## src/rtl/segtree_pkg.sv

```systemverilog
`timescale 1ns / 1ps
// shared types and constants of the segment tree range sum unit
// no dependencies
package segtree_pkg;

  localparam int unsigned DEF_LEAVES = 1024;
  localparam int unsigned SUM_W      = 32;
  localparam int unsigned POS_W      = 10;
  localparam int unsigned RANGE_W    = 11;

  // action codes of an input transaction
  localparam logic ACT_ADD   = 1'b0;
  localparam logic ACT_QUERY = 1'b1;

  typedef enum logic [2:0] {
    ST_CLEAR,
    ST_IDLE,
    ST_ADD_RD,
    ST_ADD_WR,
    ST_QRY,
    ST_OUT
  } seg_state_e;

endpackage

```

## src/rtl/segtree_ctrl.sv

```systemverilog
`timescale 1ns / 1ps
// sequencer of the segment tree: clearing pass, leaf-to-root update, bottom-up query
// uses segtree_pkg; drives the ports of segtree_mem
module segtree_ctrl #(
  parameter int unsigned LEAVES = segtree_pkg::DEF_LEAVES,
  parameter int unsigned AW     = $clog2(LEAVES) + 1
) (
  input  logic                                     clk_i,
  input  logic                                     rst_ni,
  input  logic                                     in_valid_i,
  output logic                                     in_stall_o,
  input  logic                                     action_i,
  input  logic        [segtree_pkg::POS_W-1:0]     position_i,
  input  logic signed [segtree_pkg::SUM_W-1:0]     delta_i,
  input  logic        [segtree_pkg::RANGE_W-1:0]   range_start_i,
  input  logic        [segtree_pkg::RANGE_W-1:0]   range_end_i,
  output logic                                     out_valid_o,
  input  logic                                     out_stall_i,
  output logic signed [segtree_pkg::SUM_W-1:0]     sum_o,
  output logic                                     mem_we_o,
  output logic        [AW-1:0]                     mem_waddr_o,
  output logic        [segtree_pkg::SUM_W-1:0]     mem_wdata_o,
  output logic        [AW-1:0]                     mem_ra_addr_o,
  output logic        [AW-1:0]                     mem_rb_addr_o,
  input  logic        [segtree_pkg::SUM_W-1:0]     mem_ra_data_i,
  input  logic        [segtree_pkg::SUM_W-1:0]     mem_rb_data_i
);

  localparam int unsigned LVL  = AW - 1;
  localparam int unsigned NW   = AW + 1;
  localparam int unsigned SPAN = 1 << LVL;
  localparam int unsigned DW   = segtree_pkg::SUM_W;

  segtree_pkg::seg_state_e state_q, state_d;

  logic [AW-1:0] clr_q, clr_d;
  logic [AW-1:0] node_q, node_d;
  logic [DW-1:0] delta_q, delta_d;
  logic [NW-1:0] l_q, l_d;
  logic [NW-1:0] r_q, r_d;
  logic [DW-1:0] acc_q, acc_d;
  logic          pa_q, pa_d;
  logic          pb_q, pb_d;
  logic          out_valid_q, out_valid_d;
  logic [DW-1:0] sum_q, sum_d;

  logic          pos_ok;
  logic [31:0]   lo_c;
  logic [31:0]   hi_c;
  logic [NW-1:0] l_adv;
  logic [NW-1:0] r_adv;
  logic          out_free;

  assign pos_ok   = (32'(position_i) < LEAVES);
  assign lo_c     = (32'(range_start_i) > LEAVES) ? LEAVES : 32'(range_start_i);
  assign hi_c     = (32'(range_end_i) > LEAVES) ? LEAVES : 32'(range_end_i);
  assign l_adv    = l_q + NW'(l_q[0]);
  assign r_adv    = r_q - NW'(r_q[0]);
  assign out_free = !out_valid_q || !out_stall_i;

  always_comb begin
    state_d     = state_q;
    clr_d       = clr_q;
    node_d      = node_q;
    delta_d     = delta_q;
    l_d         = l_q;
    r_d         = r_q;
    acc_d       = acc_q;
    pa_d        = 1'b0;
    pb_d        = 1'b0;
    sum_d       = sum_q;
    out_valid_d = out_valid_q && out_stall_i;

    in_stall_o    = 1'b1;
    mem_we_o      = 1'b0;
    mem_waddr_o   = node_q;
    mem_wdata_o   = mem_ra_data_i + delta_q;
    mem_ra_addr_o = node_q;
    mem_rb_addr_o = r_adv[AW-1:0];

    case (state_q)
      segtree_pkg::ST_CLEAR: begin
        mem_we_o    = 1'b1;
        mem_waddr_o = clr_q;
        mem_wdata_o = '0;
        clr_d       = clr_q + AW'(1);
        if (&clr_q) begin
          state_d = segtree_pkg::ST_IDLE;
        end
      end
      segtree_pkg::ST_IDLE: begin
        // stall is low here, so a valid transaction is taken at this edge
        in_stall_o = 1'b0;
        if (in_valid_i) begin
          if (action_i == segtree_pkg::ACT_QUERY) begin
            l_d     = NW'(lo_c + SPAN);
            r_d     = NW'(hi_c + SPAN);
            acc_d   = '0;
            state_d = segtree_pkg::ST_QRY;
          end else if (pos_ok) begin
            node_d  = AW'(32'(position_i) + SPAN);
            delta_d = delta_i;
            state_d = segtree_pkg::ST_ADD_RD;
          end
        end
      end
      segtree_pkg::ST_ADD_RD: begin
        // read of the leaf, its data arrives next cycle
        mem_ra_addr_o = node_q;
        state_d       = segtree_pkg::ST_ADD_WR;
      end
      segtree_pkg::ST_ADD_WR: begin
        // write back this node and fetch its parent in the same cycle
        mem_we_o      = 1'b1;
        mem_ra_addr_o = node_q >> 1;
        node_d        = node_q >> 1;
        if (node_q == AW'(1)) begin
          state_d = segtree_pkg::ST_IDLE;
        end
      end
      segtree_pkg::ST_QRY: begin
        // fold the reads issued in the previous cycle
        acc_d = acc_q + (pa_q ? mem_ra_data_i : '0) + (pb_q ? mem_rb_data_i : '0);
        mem_ra_addr_o = l_q[AW-1:0];
        if (l_q < r_q) begin
          pa_d = l_q[0];
          pb_d = r_q[0];
          l_d  = l_adv >> 1;
          r_d  = r_adv >> 1;
        end else begin
          state_d = segtree_pkg::ST_OUT;
        end
      end
      segtree_pkg::ST_OUT: begin
        if (out_free) begin
          out_valid_d = 1'b1;
          sum_d       = acc_q;
          state_d     = segtree_pkg::ST_IDLE;
        end
      end
      default: begin
        state_d = segtree_pkg::ST_IDLE;
      end
    endcase
  end

  always_ff @(posedge clk_i or negedge rst_ni) begin
    if (!rst_ni) begin
      state_q     <= segtree_pkg::ST_CLEAR;
      clr_q       <= '0;
      pa_q        <= 1'b0;
      pb_q        <= 1'b0;
      out_valid_q <= 1'b0;
    end else begin
      state_q     <= state_d;
      clr_q       <= clr_d;
      pa_q        <= pa_d;
      pb_q        <= pb_d;
      out_valid_q <= out_valid_d;
    end
  end

  always_ff @(posedge clk_i) begin
    node_q  <= node_d;
    delta_q <= delta_d;
    l_q     <= l_d;
    r_q     <= r_d;
    acc_q   <= acc_d;
    sum_q   <= sum_d;
  end

  assign out_valid_o = out_valid_q;
  assign sum_o       = sum_q;

endmodule

```

## config.mk

```make
export PLATFORM = sky130hd
export DESIGN_NAME = segtree_ctrl
export DESIGN_NICKNAME = d
export VERILOG_FILES = /design/src/rtl/segtree_pkg.sv /design/src/rtl/segtree_ctrl.sv
export SDC_FILE = /design/constraint.sdc
export NUM_CORES = 1
export LEC_CHECK = 0
export ABC_AREA = 1
export BUFFER_PORTS_ARGS = -buffer_cell sky130_fd_sc_hd__buf_2
export CAP_MARGIN = 20
export CORE_MARGIN = 2
export CORE_UTILIZATION = 55
export CTS_BUF_LIST = sky130_fd_sc_hd__clkbuf_16
export CTS_CLUSTER_SIZE = 25
export DETAILED_ROUTE_END_ITERATION = 7
export GPL_ROUTABILITY_DRIVEN = 0
export PLACE_DENSITY = 0.76
export SKIP_CTS_REPAIR_TIMING = 1
export SYNTH_ARGS = -nofsm -noshare
export SYNTH_HDL_FRONTEND = slang
export SYNTH_SLANG_ARGS = --single-unit
```

## constraint.sdc

```tcl
create_clock -name clk_i -period 7.1 [get_ports clk_i]
set_input_delay 1.42 -clock clk_i [delete_from_list [all_inputs] [get_ports clk_i]]
set_output_delay 1.42 -clock clk_i [all_outputs]
set_load 0.01 [all_outputs]
```

==> impl_metrics.json <==
{
  "crit_chain": "buf_2, ha_1, fa_1, nand3_1, nand3_1, nand3_1, nand3_1, nand2_1, nand2_1, nand2_1, nand2_1, nor2_1, buf_2",
  "slowest_delay_ns": 0.46,
  "first_pass_iters": 5,
  "vias": 11560,
  "start_util_pct": 55.54,
  "hold_viol": 0,
  "die_w_um": 151.8,
  "worst-path-buf-inv": 2,
  "post_drt_via_cell_ratio": 5.190,
  "rr_endpoint": "acc_q[25]",
  "layout-drive-gt1-share_pct": 14.40,
  "setup_slack_ns": 2.470,
  "final_antenna_net_count": 0,
  "ir_drop_uv": 175.3,
  "arrival_ns": 3.21,
  "synth-adder-area-share_pct": 13.21,
  "p_leak_nw": 7.957,
  "synthMuxAreaShare_pct": 0,
  "path_clk_slew_ns": 0.06,
  "crit_start": "mem_ra_data_i[0]",
  "power_switching_mw": 1.759,
  "pwr-share-seq_pct": 33.4,
  "hold_ws_ns": 0.4480,
  "p_sw_share_pct": 42.66,
  "synth-xor-area-share_pct": 1.605,
  "pre_cts_slack_ns": 2.476,
  "antenna_found_initial": 4,
  "grt_setup_unrepaired": "no",
  "finalCriticalPeriod_ns": 4.630,
  "yosysTopAreaCell": "edfxtp_1",
  "syn_avg_cell_area_sq_um": 7.035,
  "fmaxAchievable_mhz": 216.0,
  "insertion_delay_ns": 0.44,
  "synth-warning-count": 0,
  "ios": 233,
  "synth_area_leaders": "edfxtp_1, nand2_1, inv_1",
  "cap_violations": 0,
  "yosys.area_share.simple_pct": 29.22,
  "synth_top_area_share_pct": 32.76,
  "hpwlAfterDp_um": 27440,
  "endpoint": "mem_wdata_o[20]",
  "cts_sinks": 148,
  "synth_edf_count": 131,
  "path_delay_family": "simple AND/OR/NAND/NOR gates",
  "drc": 0,
  "grt_pass1_vias": 10810,
  "die_y_um": 151.8,
  "min_from": "acc_q[0]",
  "grt_max_degree": 47,
  "hp-class": "reg2reg",
  "io_buffers": 231,
  "worst_pin_slew_ns": 1.033,
  "async_flop_share_pct": 11.49,
  "p_comb_share_pct": 44.2,
  "track_usage_pct": 29.79,
  "crit_path_start_kind": "input pin",
  "r2r_start": "pa_q",
  "synth_seq_area_share_pct": 36.30,
  "avgRoutedWirePerCell_um": 15.43,
  "end_kind": "primary output",
  "slew_viol_final": 0,
  "tns_ns": 0,
  "crit_cells": 13,
  "synth_commonest_cells": "nand2_1, inv_1, nor2_1, edfxtp_1",
  "grt_overflow": 0,
  "power.density_mw_per_mm2": 292.3,
  "die_area_sq_mm": 0.02303,
  "syn-num-nets": 1947,
  "required_ns": 5.68,
  "clockRootBuffer": "clkbuf_16",
  "rows": 54,
  "synth-compound-area-share_pct": 7.679,
  "path_class": "in2out",
  "synthFlopType": "edfxtp_1",
  "synth_cell_types": 37,
  "yosysMostFrequentCell": "nand2_1",
  "run_status": "complete, no violations",
  "synth_top_family_by_area": "simple AND/OR/NAND/NOR gates",
  "clock_skew_ns": 0.01593,
  "cts.path.max_buffers": 2,
  "clkPwrFrac_pct": 22.4,
  "areaGrowthSynthToFinish_pct": 17.45,
  "grt_pass1_wl_um": 52670,
  "cts_buffers": 17,
  "synthesis.instances": 1707,
  "relSlewSlack_pct": 31.15,
  "slowest_stage": "fa_1",
  "cp_max_fo": 4,
  "core_area_sq_mm": 0.02162,
  "nets": 2171,
  "drt_iter0_markers": 648,
  "cts_tree": "done",
  "rrSetupSlack_ns": 3.76,
  "setup_viol": 0,
  "fin_crit_sh_pct": 65.22,
  "wl_um": 34380,
  "p_int_mw": 2.364,
  "synth_seq_cells": 148,
  "htreeDepth": 4,
  "rr_worst_depth": 15,
  "synth_area_sq_mm": 0.01201
}
[worst min path at each step]
| stage | depth (start not counted) | to |
|---|---|---|
| after floorplan | 0 | sum_o[0] |
| after CTS | 0 | sum_o[0] |
| after global placement | 0 | sum_o[0] |
| final | 0 | sum_o[0] |
| after detailed placement | 0 | sum_o[0] |
| after global routing | 0 | sum_o[0] |
[power by group through the flow]
stage	clock [mW]	combinational (mW)	sequential [mW]
after CTS	0.933	1.82	1.38
after global placement	0	1.74	1.39
after global routing	0.970	2.04	1.40
after detailed placement	0	1.80	1.39
final	0.924	1.82	1.38
after floorplan	0	1.16	1.38
[placed cells by master, fill, tap and decap left out, types with 18 or more instances in the layout]
master,n
inv_1,345
buf_2,231
nand3_1,85
nor2_1,163
nand2_1,592
clkbuf_16,18
edfxtp_1,131
o21ai_0,55
a21oi_1,82
fa_1,33
ha_1,74
[layer usage]
layer / track usage, % / wire, um
met5: 0 / 33
met4: 14.31 / 1563
met3: 6.168 / 2767
met2: 50.72 / 16210
met1: 36.09 / 13800
[layout make-up]
| cell class | count | area, sq um |
|---|---|---|
| inverter | 346 | 1299 |
| fill | 1937 | 7516 |
| clock inverter | 14 | 138.9 |
| clock buffer | 18 | 450.4 |
| multi-input combinational | 1180 | 6248 |
| tap | 280 | 350.3 |
| antenna | 4 | 10.01 |
| timing repair buffer | 238 | 1249 |
| sequential | 148 | 4359 |
[registers in the layout, summed over array words and instances (netlist names)]
name         cells
acc_q           32
clr_q           11
delta_q         32
l_q             12
node_q          11
out_valid_o      1
pa_q             1
pb_q             1
r_q             12
state_q          3
sum_o           32
[cells by family (layout without fill, tap and decap cells)]
kind of cell	count (synthesis)	count (layout)
AO/OA/AOI/OAI	169	169
buffers and inverters	379	616
XOR/XNOR	22	22
other	1	5
flip-flops	148	148
adder cells (fa/ha/maj)	107	107
AND/OR/NAND/NOR	881	881
[per-stage QoR]
step	cells	utilization [%]	cell area, sq um	total power [mW]
2_1_floorplan	1707	-	12010	2.541
3_3_place_gp	2190	62.21	13450	3.123
3_5_place_dp	2192	62.47	13510	3.194
4_1_cts	2224	65.19	14090	4.128
5_1_grt	2225	65.20	14100	4.415
6_report	2228	65.24	14100	4.123
[worst reg2reg max path: stages (launching register included)]
cell and delay, ns:
dfrtp_1 0.32, buf_4 0.34, nand2_1 0.11, inv_1 0.09, fa_1 0.42, ha_1 0.29, fa_1 0.48, nand3_1 0.15
nand3_1 0.19, nand2_1 0.12, nand3_1 0.15, nand2_1 0.13, nand3_1 0.08, nand2_1 0.07, inv_1 0.04, nor2_1 0.17
(Power assumes the default switching activity.)
